<file path="src/rtl/ltc_pkg.sv">
// ----------------------------------------------------------------------------
// Tone-curve evaluator package
// Shared types, codes and constants for the Lagrange tone-curve evaluator.
// ----------------------------------------------------------------------------
package ltc_pkg;

    // Request codes carried in req_type.
    localparam logic REQ_LOAD = 1'b0;
    localparam logic REQ_EVAL = 1'b1;

    // Result status codes.
    typedef enum logic [1:0] {
        ST_OK    = 2'd0,
        ST_DUP   = 2'd1,
        ST_RANGE = 2'd2
    } t_ltc_status;

    // Register decode on the word-select bit of paddr.
    localparam logic       ADDR_POINT_COUNT = 1'b0;
    localparam logic [3:0] POINT_COUNT_RST  = 4'd2;

    // Upper clamp of the Q8.8 result (255.0).
    localparam logic [15:0] CLAMP_HIGH = 16'hFF00;

    // Input word.
    typedef struct packed {
        logic       req_type;
        logic [2:0] point_index;
        logic [7:0] point_x;
        logic [7:0] point_y;
        logic [7:0] query_x;
    } t_ltc_in;

    // Output word.
    typedef struct packed {
        logic [15:0] curve_value;
        logic [1:0]  status;
    } t_ltc_out;

    // Datapath operations issued by the controller.
    typedef enum logic [2:0] {
        OP_IDLE,
        OP_CAPTURE,
        OP_TERM_INIT,
        OP_K_LOAD,
        OP_MUL_STEP,
        OP_DIV_INIT,
        OP_DIV_STEP,
        OP_ACCUM
    } t_ltc_op;

    typedef struct packed {
        t_ltc_op op;
        logic    mem_we;
    } t_ltc_cmd;

    typedef struct packed {
        logic x_equal;
        logic y_zero;
        logic num_zero;
    } t_ltc_stat;

    typedef struct packed {
        logic        valid;
        t_ltc_status status;
    } t_ltc_done;

endpackage

</file>
<file path="src/rtl/ltc_dpath.sv">
// ----------------------------------------------------------------------------
// Tone-curve evaluator datapath
// Point store, serial multipliers, restoring divider and term accumulator.
// ----------------------------------------------------------------------------
module ltc_dpath #(
    parameter int MAX_POINTS = 8,
    parameter int IDX_W      = 3
) (
    input  logic                i_clk,
    input  ltc_pkg::t_ltc_cmd   i_cmd,
    input  ltc_pkg::t_ltc_in    i_in,
    input  logic [IDX_W-1:0]    i_rd_a,
    input  logic [IDX_W-1:0]    i_rd_b,
    output ltc_pkg::t_ltc_stat  o_stat,
    output logic [15:0]         o_value
);
    import ltc_pkg::*;

    localparam int DEN_W = 8 * (MAX_POINTS - 1);
    localparam int NUM_W = 16 + DEN_W;
    localparam int SUM_W = NUM_W + 5;

    logic [7:0]        r_xmem [MAX_POINTS];
    logic [7:0]        r_ymem [MAX_POINTS];
    logic [7:0]        r_xa, r_ya, r_xb;
    logic [7:0]        r_qx, r_xj, r_mq, r_md;
    logic [NUM_W-1:0]  r_num, r_mop;
    logic [DEN_W-1:0]  r_den, r_dop, r_rem;
    logic              r_neg;
    logic [SUM_W-1:0]  r_sum;

    logic [7:0]        dq, dd;
    logic [DEN_W:0]    trial;
    logic [DEN_W:0]    trial_diff;
    logic              ge;
    logic [SUM_W-1:0]  q_ext;

    // Point store: one write port, two registered read ports.
    always_ff @(posedge i_clk) begin
        if (i_cmd.mem_we) begin
            r_xmem[IDX_W'(i_in.point_index)] <= i_in.point_x;
            r_ymem[IDX_W'(i_in.point_index)] <= i_in.point_y;
        end
        r_xa <= r_xmem[i_rd_a];
        r_ya <= r_ymem[i_rd_a];
        r_xb <= r_xmem[i_rd_b];
    end

    // Distances from the other point's x, and one restoring division trial.
    always_comb begin
        dq         = (r_qx >= r_xb) ? (r_qx - r_xb) : (r_xb - r_qx);
        dd         = (r_xj >= r_xb) ? (r_xj - r_xb) : (r_xb - r_xj);
        trial      = {r_rem, r_num[NUM_W-1]};
        trial_diff = trial - {1'b0, r_den};
        ge         = (trial >= {1'b0, r_den});
        q_ext      = {{(SUM_W-NUM_W){1'b0}}, r_num};
    end

    // Arithmetic registers, one operation per cycle.
    always_ff @(posedge i_clk) begin
        case (i_cmd.op)
            OP_CAPTURE: begin
                r_qx  <= i_in.query_x;
                r_sum <= '0;
            end
            OP_TERM_INIT: begin
                r_num <= NUM_W'({r_ya, 8'h00});
                r_den <= DEN_W'(1);
                r_neg <= 1'b0;
                r_xj  <= r_xa;
            end
            OP_K_LOAD: begin
                r_mq  <= dq;
                r_md  <= dd;
                r_mop <= r_num;
                r_dop <= r_den;
                r_num <= '0;
                r_den <= '0;
                r_neg <= r_neg ^ (r_qx < r_xb) ^ (r_xj < r_xb);
            end
            OP_MUL_STEP: begin
                if (r_mq[0]) begin
                    r_num <= r_num + r_mop;
                end
                if (r_md[0]) begin
                    r_den <= r_den + r_dop;
                end
                r_mop <= {r_mop[NUM_W-2:0], 1'b0};
                r_dop <= {r_dop[DEN_W-2:0], 1'b0};
                r_mq  <= {1'b0, r_mq[7:1]};
                r_md  <= {1'b0, r_md[7:1]};
            end
            OP_DIV_INIT: begin
                r_rem <= '0;
            end
            OP_DIV_STEP: begin
                r_rem <= ge ? trial_diff[DEN_W-1:0] : trial[DEN_W-1:0];
                r_num <= {r_num[NUM_W-2:0], ge};
            end
            OP_ACCUM: begin
                r_sum <= r_neg ? (r_sum - q_ext) : (r_sum + q_ext);
            end
            default: begin
            end
        endcase
    end

    // Status back to the controller and the clamped result.
    always_comb begin
        o_stat.x_equal  = (r_xa == r_xb);
        o_stat.y_zero   = (r_ya == 8'h00);
        o_stat.num_zero = (r_num == '0);
        if (r_sum[SUM_W-1]) begin
            o_value = 16'h0000;
        end else if (r_sum > SUM_W'(CLAMP_HIGH)) begin
            o_value = CLAMP_HIGH;
        end else begin
            o_value = r_sum[15:0];
        end
    end

endmodule

</file>
<file path="src/rtl/ltc_ctrl.sv">
// ----------------------------------------------------------------------------
// Tone-curve evaluator controller
// Sequences the repeated-x scan, the product loops and the divider per term.
// ----------------------------------------------------------------------------
module ltc_ctrl #(
    parameter int MAX_POINTS = 8,
    parameter int IDX_W      = 3
) (
    input  logic               i_clk,
    input  logic               i_rst_n,
    input  logic               i_in_valid,
    input  ltc_pkg::t_ltc_in   i_in,
    input  logic [3:0]         i_point_count,
    input  logic               i_out_free,
    input  ltc_pkg::t_ltc_stat i_stat,
    output logic               o_busy,
    output ltc_pkg::t_ltc_cmd  o_cmd,
    output logic [IDX_W-1:0]   o_rd_a,
    output logic [IDX_W-1:0]   o_rd_b,
    output ltc_pkg::t_ltc_done o_done
);
    import ltc_pkg::*;

    localparam int DEN_W = 8 * (MAX_POINTS - 1);
    localparam int NUM_W = 16 + DEN_W;
    localparam int CNT_W = $clog2(MAX_POINTS + 1);
    localparam int DC_W  = $clog2(NUM_W);

    typedef enum logic [3:0] {
        S_IDLE, S_DUP_RD, S_DUP_CMP, S_TERM_RD, S_TERM_INIT, S_K_RD,
        S_K_LD, S_MUL, S_DIV_CHK, S_DIV, S_ACC, S_FINISH
    } t_state;

    t_state      r_state, n_state;
    logic [CNT_W-1:0] r_j, n_j, r_k, n_k, r_cnt, n_cnt;
    logic [2:0]  r_bit, n_bit;
    logic [DC_W-1:0] r_dcnt, n_dcnt;
    t_ltc_status r_status, n_status;
    logic        accept, idx_ok, j_last;

    always_comb begin
        accept = i_in_valid && (r_state == S_IDLE);
        idx_ok = (32'(i_in.point_index) < MAX_POINTS);
        j_last = ((r_j + CNT_W'(1)) == r_cnt);
        o_busy = (r_state != S_IDLE);
        o_rd_a = r_j[IDX_W-1:0];
        o_rd_b = r_k[IDX_W-1:0];
        o_done.valid  = (r_state == S_FINISH) && i_out_free;
        o_done.status = r_status;
    end

    // Datapath command for each state.
    always_comb begin
        o_cmd.mem_we = accept && (i_in.req_type == REQ_LOAD) && idx_ok;
        unique case (r_state)
            S_IDLE:      o_cmd.op = accept ? OP_CAPTURE : OP_IDLE;
            S_TERM_INIT: o_cmd.op = OP_TERM_INIT;
            S_K_LD:      o_cmd.op = OP_K_LOAD;
            S_MUL:       o_cmd.op = OP_MUL_STEP;
            S_DIV_CHK:   o_cmd.op = OP_DIV_INIT;
            S_DIV:       o_cmd.op = OP_DIV_STEP;
            S_ACC:       o_cmd.op = OP_ACCUM;
            default:     o_cmd.op = OP_IDLE;
        endcase
    end

    // Next-state logic.
    always_comb begin
        n_state  = r_state;
        n_j      = r_j;
        n_k      = r_k;
        n_cnt    = r_cnt;
        n_bit    = r_bit;
        n_dcnt   = r_dcnt;
        n_status = r_status;
        unique case (r_state)
            S_IDLE: begin
                if (accept) begin
                    n_status = ST_OK;
                    n_j      = '0;
                    n_k      = CNT_W'(1);
                    n_cnt    = CNT_W'(i_point_count);
                    if (i_in.req_type == REQ_LOAD) begin
                        n_status = idx_ok ? ST_OK : ST_RANGE;
                        n_state  = S_FINISH;
                    end else if (32'(i_point_count) > MAX_POINTS) begin
                        n_status = ST_RANGE;
                        n_state  = S_FINISH;
                    end else if (i_point_count == 4'd0) begin
                        n_state = S_FINISH;
                    end else if (i_point_count == 4'd1) begin
                        n_state = S_TERM_RD;
                    end else begin
                        n_state = S_DUP_RD;
                    end
                end
            end
            S_DUP_RD: n_state = S_DUP_CMP;
            S_DUP_CMP: begin
                if (i_stat.x_equal) begin
                    n_status = ST_DUP;
                    n_state  = S_FINISH;
                end else if ((r_k + CNT_W'(1)) == r_cnt) begin
                    if ((r_j + CNT_W'(2)) == r_cnt) begin
                        n_j     = '0;
                        n_state = S_TERM_RD;
                    end else begin
                        n_j     = r_j + CNT_W'(1);
                        n_k     = r_j + CNT_W'(2);
                        n_state = S_DUP_RD;
                    end
                end else begin
                    n_k     = r_k + CNT_W'(1);
                    n_state = S_DUP_RD;
                end
            end
            S_TERM_RD: n_state = S_TERM_INIT;
            S_TERM_INIT: begin
                n_k = '0;
                if (i_stat.y_zero) begin
                    n_j     = r_j + CNT_W'(1);
                    n_state = j_last ? S_FINISH : S_TERM_RD;
                end else begin
                    n_state = S_K_RD;
                end
            end
            S_K_RD: begin
                if (r_k == r_cnt) begin
                    n_state = S_DIV_CHK;
                end else if (r_k == r_j) begin
                    n_k = r_k + CNT_W'(1);
                end else begin
                    n_state = S_K_LD;
                end
            end
            S_K_LD: begin
                n_bit   = '0;
                n_state = S_MUL;
            end
            S_MUL: begin
                n_bit = r_bit + 3'd1;
                if (r_bit == 3'd7) begin
                    n_k     = r_k + CNT_W'(1);
                    n_state = S_K_RD;
                end
            end
            S_DIV_CHK: begin
                n_dcnt = '0;
                if (i_stat.num_zero) begin
                    n_j     = r_j + CNT_W'(1);
                    n_state = j_last ? S_FINISH : S_TERM_RD;
                end else begin
                    n_state = S_DIV;
                end
            end
            S_DIV: begin
                n_dcnt = r_dcnt + DC_W'(1);
                if (r_dcnt == DC_W'(NUM_W - 1)) begin
                    n_state = S_ACC;
                end
            end
            S_ACC: begin
                n_j     = r_j + CNT_W'(1);
                n_state = j_last ? S_FINISH : S_TERM_RD;
            end
            S_FINISH: begin
                if (i_out_free) begin
                    n_state = S_IDLE;
                end
            end
            default: n_state = S_IDLE;
        endcase
    end

    // State and counters.
    always_ff @(posedge i_clk) begin
        if (!i_rst_n) begin
            r_state  <= S_IDLE;
            r_j      <= '0;
            r_k      <= '0;
            r_cnt    <= '0;
            r_bit    <= '0;
            r_dcnt   <= '0;
            r_status <= ST_OK;
        end else begin
            r_state  <= n_state;
            r_j      <= n_j;
            r_k      <= n_k;
            r_cnt    <= n_cnt;
            r_bit    <= n_bit;
            r_dcnt   <= n_dcnt;
            r_status <= n_status;
        end
    end

    // A repeated x always ends the scan with the repeated-x status.
    a_dup_end: assert property (@(posedge i_clk) disable iff (!i_rst_n)
        (r_state == S_DUP_CMP) && i_stat.x_equal |=>
            (r_state == S_FINISH) && (r_status == ST_DUP))
        else $error("repeated x did not end the evaluation");

    // The multiply loop always runs eight steps before the next point.
    a_mul_len: assert property (@(posedge i_clk) disable iff (!i_rst_n)
        (r_state == S_MUL) && (r_bit != 3'd7) |=> (r_state == S_MUL))
        else $error("multiply loop left early");

    // Term indices stay inside the used points while the terms run.
    a_j_range: assert property (@(posedge i_clk) disable iff (!i_rst_n)
        (r_state == S_TERM_INIT) || (r_state == S_K_RD) |-> (r_j < r_cnt))
        else $error("term index beyond point count");

endmodule

</file>
<file path="src/rtl/lagrange_tone_curve_eval.sv">
// ----------------------------------------------------------------------------
// Lagrange tone-curve evaluator, top level
// Control-point store with Lagrange interpolation, Q8.8 result clamped.
// ----------------------------------------------------------------------------
// Usage: words enter on i_in_valid / o_in_stall / i_in_data and results leave
// on o_out_valid / i_out_stall / o_out_data, one result word per input word.
// A load word writes one control point. An evaluate word first scans the
// first point_count points for a repeated x, pair by pair, then builds each
// term with a serial shift-add multiplier and a restoring divider (one
// quotient bit per cycle over a 16 + 8*(MAX_POINTS-1) bit numerator).
// Terms with a zero y skip the work. One word is worked on at a time;
// o_in_stall is high while it is in hand. The result waits in an output
// register, so the next word is taken while it is stalled; a finished
// result waits for that register to drain. Reset clears the control state
// and sets point_count to two; the point store is not cleared and must be
// loaded before it is evaluated. point_count is written over the APB-style
// port; the user must do so only while the block idles, as the block
// itself does not enforce it.
// ----------------------------------------------------------------------------
module lagrange_tone_curve_eval #(
    parameter int MAX_POINTS = 8
) (
    input  logic              i_clk,
    input  logic              i_rst_n,
    input  logic              i_in_valid,
    output logic              o_in_stall,
    input  ltc_pkg::t_ltc_in  i_in_data,
    output logic              o_out_valid,
    input  logic              i_out_stall,
    output ltc_pkg::t_ltc_out o_out_data,
    input  logic              psel,
    input  logic              penable,
    input  logic              pwrite,
    input  logic [2:0]        paddr,
    input  logic [31:0]       pwdata,
    output logic [31:0]       prdata,
    output logic              pready
);
    import ltc_pkg::*;

    localparam int IDX_W = (MAX_POINTS > 1) ? $clog2(MAX_POINTS) : 1;

    logic [3:0]       r_point_count;
    logic             r_out_valid;
    t_ltc_out         r_out_data;
    logic             out_free, busy, cfg_wr;
    t_ltc_cmd         cmd;
    t_ltc_stat        stat;
    t_ltc_done        done;
    logic [IDX_W-1:0] rd_a, rd_b;
    logic [15:0]      value;

    // Configuration register.
    assign pready = 1'b1;
    assign cfg_wr = psel && penable && pwrite && pready;
    assign prdata = (paddr[2] == ADDR_POINT_COUNT) ? {28'h0, r_point_count} : 32'h0;

    always_ff @(posedge i_clk) begin
        if (!i_rst_n) begin
            r_point_count <= POINT_COUNT_RST;
        end else if (cfg_wr && (paddr[2] == ADDR_POINT_COUNT)) begin
            r_point_count <= pwdata[3:0];
        end
    end

    ltc_ctrl #(.MAX_POINTS(MAX_POINTS), .IDX_W(IDX_W)) u_ctrl (
        .i_clk         (i_clk),
        .i_rst_n       (i_rst_n),
        .i_in_valid    (i_in_valid),
        .i_in          (i_in_data),
        .i_point_count (r_point_count),
        .i_out_free    (out_free),
        .i_stat        (stat),
        .o_busy        (busy),
        .o_cmd         (cmd),
        .o_rd_a        (rd_a),
        .o_rd_b        (rd_b),
        .o_done        (done)
    );

    ltc_dpath #(.MAX_POINTS(MAX_POINTS), .IDX_W(IDX_W)) u_dpath (
        .i_clk   (i_clk),
        .i_cmd   (cmd),
        .i_in    (i_in_data),
        .i_rd_a  (rd_a),
        .i_rd_b  (rd_b),
        .o_stat  (stat),
        .o_value (value)
    );

    assign o_in_stall = busy;

    // Output register: filled when a result finishes, drained by the receiver.
    assign out_free = !r_out_valid || !i_out_stall;

    always_ff @(posedge i_clk) begin
        if (!i_rst_n) begin
            r_out_valid <= 1'b0;
        end else if (done.valid) begin
            r_out_valid <= 1'b1;
        end else if (!i_out_stall) begin
            r_out_valid <= 1'b0;
        end
    end

    always_ff @(posedge i_clk) begin
        if (done.valid) begin
            r_out_data.status      <= done.status;
            r_out_data.curve_value <= (done.status == ST_OK) ? value : 16'h0000;
        end
    end

    assign o_out_valid = r_out_valid;
    assign o_out_data  = r_out_data;

    // A finished result never overwrites one still waiting.
    a_no_overwrite: assert property (@(posedge i_clk) disable iff (!i_rst_n)
        done.valid |-> out_free)
        else $error("result overwrote a waiting word");

    // Error results carry a zero value.
    a_err_zero: assert property (@(posedge i_clk) disable iff (!i_rst_n)
        o_out_valid && (o_out_data.status != ST_OK) |-> (o_out_data.curve_value == 16'h0000))
        else $error("error result with nonzero value");

    // An accepted word always holds off the next one: o_in_stall rises in the cycle after it is taken.
    a_accept_busy: assert property (@(posedge i_clk) disable iff (!i_rst_n)
        i_in_valid && !o_in_stall |=> o_in_stall)
        else $error("second word taken without a busy cycle");

    // A register write lands in point_count.
    a_cfg_write: assert property (@(posedge i_clk) disable iff (!i_rst_n)
        cfg_wr && (paddr[2] == ADDR_POINT_COUNT) |=> (r_point_count == $past(pwdata[3:0])))
        else $error("point_count write lost");

endmodule

</file>
<file path="config.mk">
export PLATFORM = sky130hd
export DESIGN_NAME = lagrange_tone_curve_eval
export DESIGN_NICKNAME = d
export VERILOG_FILES = /design/src/rtl/ltc_pkg.sv /design/src/rtl/ltc_dpath.sv /design/src/rtl/ltc_ctrl.sv /design/src/rtl/lagrange_tone_curve_eval.sv
export SDC_FILE = /design/constraint.sdc
export NUM_CORES = 2
export LEC_CHECK = 0
export ABC_AREA = 1
export BUFFER_PORTS_ARGS = -buffer_cell sky130_fd_sc_hd__buf_2
export CORE_ASPECT_RATIO = 1.4
export CORE_UTILIZATION = 60
export CTS_BUF_LIST = sky130_fd_sc_hd__clkbuf_8
export CTS_CLUSTER_SIZE = 25
export DETAILED_ROUTE_END_ITERATION = 6
export PLACE_DENSITY = 0.78
export SLEW_MARGIN = 30
export SYNTH_ARGS = -nofsm -noshare
export SYNTH_HDL_FRONTEND = slang
export SYNTH_SLANG_ARGS = --single-unit
export TNS_END_PERCENT = 30
</file>
<file path="constraint.sdc">
create_clock -name i_clk -period 8.7 [get_ports i_clk]
set_input_delay 0.435 -clock i_clk [delete_from_list [all_inputs] [get_ports i_clk]]
set_output_delay 0.435 -clock i_clk [all_outputs]
set_load 0.005 [all_outputs]
</file>
==> results.md <==
- Status: complete, but fails checks
- Failing checks: DRC, hold timing
- Slew Viols, Final: 0
- CP Launch Type: register
- Post-DP HPWL: 147500 um
- Mux share of post-synthesis cell area: 0%
- Synth Register Bits: 625
- Filler Cell Count: 7572
- Endpoints failing hold: 7
- Unique cell type count in the Yosys netlist: 54
- Mapped Area: 50820 um^2
- Worst R2R Start: u_dpath.r_num[0]
- Slew headroom: 18.03%
- Fin crit share: 72.62%
- Warnings from Yosys: 0
- R2r setup slk: 2.38 ns
- Worst Setup End Kind: register
- Largest net degree at the start of global routing: 241
- RSZ-0062 raised after global routing: false
- Clock skew: 0.07220 ns
- H-tree Lvls: 3
- CTS tree: yes
- Final Net Count: 8013
- Adder-cell area share of the yosys netlist: 7.577%
- Clock power share: 19.5%
- Die H: 346.4 um
- Setup TNS Final: 0 ns
- Synth-to-layout area growth: 7.796%
- WP data arrival: 7.02 ns
- CTS Buf Count: 104
- PD cells: 266.3 nW/um^2
- Number of cells produced by synthesis: 7539
- Share of layout cells above drive strength 1: 4.348%
- Comb pwr share: 50.3%
- XOR/XNOR Fraction of Synth Area: 2.637%
- Final wirelength: 199800 um
- Crit path kind: reg2reg
- GPL Wtd Cong: 1.129
- Worst Slack Setup Final: 2.382 ns
- Worst setup path startpoint: u_dpath.r_num[0]
- Sink Count: 625
- Vias in the first global route: 51350
- Die area: 85890 um^2
- Reg power frac: 30.2%
- Final global-route overflow total: 0
- Routed wire per std cell: 22.66 um
- First-pass GRT wire length: 296200 um
- Initial core utilization: 60.97%
- WP data required: 9.40 ns
- CTS Buffer Depth: 3
- Post-route minimum period: 6.318 ns
- Pre-CTS setup slack: 3.454 ns
- Worst hold slack: -0.01540 ns
- Maximum VDD drop: 0.0002142 V
- Antenna Nets Post-Route: 0
- Measured slew at the worst slew-check pin: 1.225 ns
- Number of remaining DRC errors: 4
- EDFF count, synth: 568
- Core Box Area: 83360 um^2
- First-pass iteration count of the detailed router: 7
- Clk_lat worst skew: 0.95 ns
- Final setup fails: 0
- Internal: 0.007333 W
- Vias: 52830
- Root buf cell: clkbuf_8
- Sequential area share after synthesis: 35.80%
- Synth Area in Compound Gates: 13.21%
- Max Cap Viol: 0
- Initial antenna violation count: 17
- DR vias/cell: 5.989
- Overall Global Routing Usage: 46.74%
- IO Pins: 123
- Switching Share: 49.75%
- Leak Pwr: 24.64 nW
- HP Class: in2reg
- IO Port Bufs: 63
- Min-Delay Startpoint: i_in_data[25]
- Fraction of registers with async set/reset: 0%
- Fmax: 0.1583 GHz
- CP Max Fanout: 6
- Area share of and/or/nand/nor cells after synthesis: 30.88%
- Synth Flop Type: edfxtp_1
- Syn avg cell area: 6.742 um^2
- NetSw: 0.007259 W
- Row count: 125
- Initial DRC Count: 5043
- Clock transition at the registers of the reported paths: 0.07 ns
- Largest family of logic cells by synthesized area: simple AND/OR/NAND/NOR gates
- DIE WIDTH: 248.0 um
## cells in the mapped netlist (all sizes together), types with 75 or more instances
cell	count	area [um^2]
nand2	2255	8479
inv	1121	4208
clkbuf	90	337.8
ha	295	3691
buf	75	459.2
a21oi	522	2616
nand3	321	1617
edfxtp	568	17060
nor2	1089	4143
nor3	87	445.4
o21ai	549	2751
xor2	93	814.5
## per-stage QoR
step,instances,hold slack [ns],total power [W],cell area (um^2),util [%]
finish,8820,-0.01540,0.01459,54790,65.72
global route,8812,0.02023,0.01533,54770,65.70
floorplan,7566,0.4289,0.009000,50930,-
global placement,8575,0.4348,0.01114,52170,62.58
CTS,8804,0.08340,0.01408,54680,65.60
detailed placement,8575,0.4384,0.01128,52180,62.59
## cell usage in the layout, fill, tap and decap left out, types with 22 or more instances in the layout
master         instances
a21oi_1              519
a31oi_1               44
buf_2                 63
buf_4                 30
clkbuf_8             111
clkinv_2              25
conb_1                29
dfxtp_1               55
dlygate4sd3_1         36
edfxtp_1             568
ha_1                 295
inv_1               1134
nand2_1             2248
nand3_1              319
nand3b_1              31
nand4_1               67
nor2_1              1060
nor2_2                22
nor3_1                78
nor4_1                27
o211ai_1              28
o21ai_0              541
o21bai_1              48
o22ai_1               23
xnor2_1               60
xor2_1                93
## critical path: stages (launching register included)
cell,delay [ns]
edfxtp_1,0.54
inv_1,0.34
ha_1,0.39
nand2_1,0.15
nor2_2,0.33
nand3_1,0.16
nor2_1,0.15
inv_1,0.16
o21ai_2,0.46
o211ai_1,0.26
xor2_1,0.29
ha_1,0.33
a21oi_1,0.23
o21ai_0,0.18
inv_1,0.09
nand2_1,0.28
a21oi_1,0.22
nand3_1,0.77
nand2_1,0.52
nand3_1,0.11
nand2_1,0.08
nor2_1,0.04
## routing by layer
metal / vias to the layer above / global-route usage [%] / part of all wire (%)
met5: - / 0.7497 / 0.083
met4: 12 / 46.74 / 12
met3: 1132 / 14.65 / 10
met2: 3148 / 75.29 / 46
met1: 23850 / 46.30 / 32
li1: 24690 / - / -
## worst paths after layout
kind,end,depth (start not counted)
min reg2reg,u_dpath.r_xj[0],0
max reg2reg,u_dpath.r_sum[73],21
min,u_dpath.r_xmem[4][0],2
max,u_dpath.r_sum[73],21
## sequential cells by signal (all words and copies together), names as in the netlist, 18 cells and up
signal	flops
u_dpath.r_num	72
o_out_data	18
u_dpath.r_den	56
u_dpath.r_ymem	64
u_dpath.r_rem	56
u_dpath.r_mop	72
u_dpath.r_sum	77
u_dpath.r_dop	56
u_dpath.r_xmem	64
## power by group through the flow
stage	combinational [W]	sequential (W)	clock [W]
after CTS	0.00693	0.00433	0.00281
after global placement	0.00676	0.00438	0
after detailed placement	0.00688	0.00439	0
final	0.00735	0.00440	0.00285
after floorplan	0.00478	0.00422	0
after global routing	0.00798	0.00441	0.00295
## kinds of logic after synthesis
group / after synthesis
AO/OA/AOI/OAI: 1260
XOR/XNOR: 153
adder cells (fa/ha/maj): 303
buffers and inverters: 1290
flip-flops: 625
other: 2
AND/OR/NAND/NOR: 3906
## cell type report
class | instances | area (um^2) | share of cell area (%)
inverters | 1125 | 4225 | 7.712
repair buffers | 133 | 962.2 | 1.756
clock buffers | 111 | 1528 | 2.788
well taps | 1079 | 1350 | 2.464
clock inverters | 82 | 621.8 | 1.135
multi-input cells | 5651 | 27870 | 50.86
diodes | 14 | 35.03 | 0.06394
flip-flops and latches | 625 | 18200 | 33.22
## what timing repair did
| action | in CTS | in global routing |
|---|---|---|
| buffers inserted | 0 | 0 |
| resized for setup | 0 | 0 |
| endpoints found under the hold margin | 153 | 0 |
| hold buffers | 36 | 0 |
No activity file was read; power rests on OpenSTA's default activity.
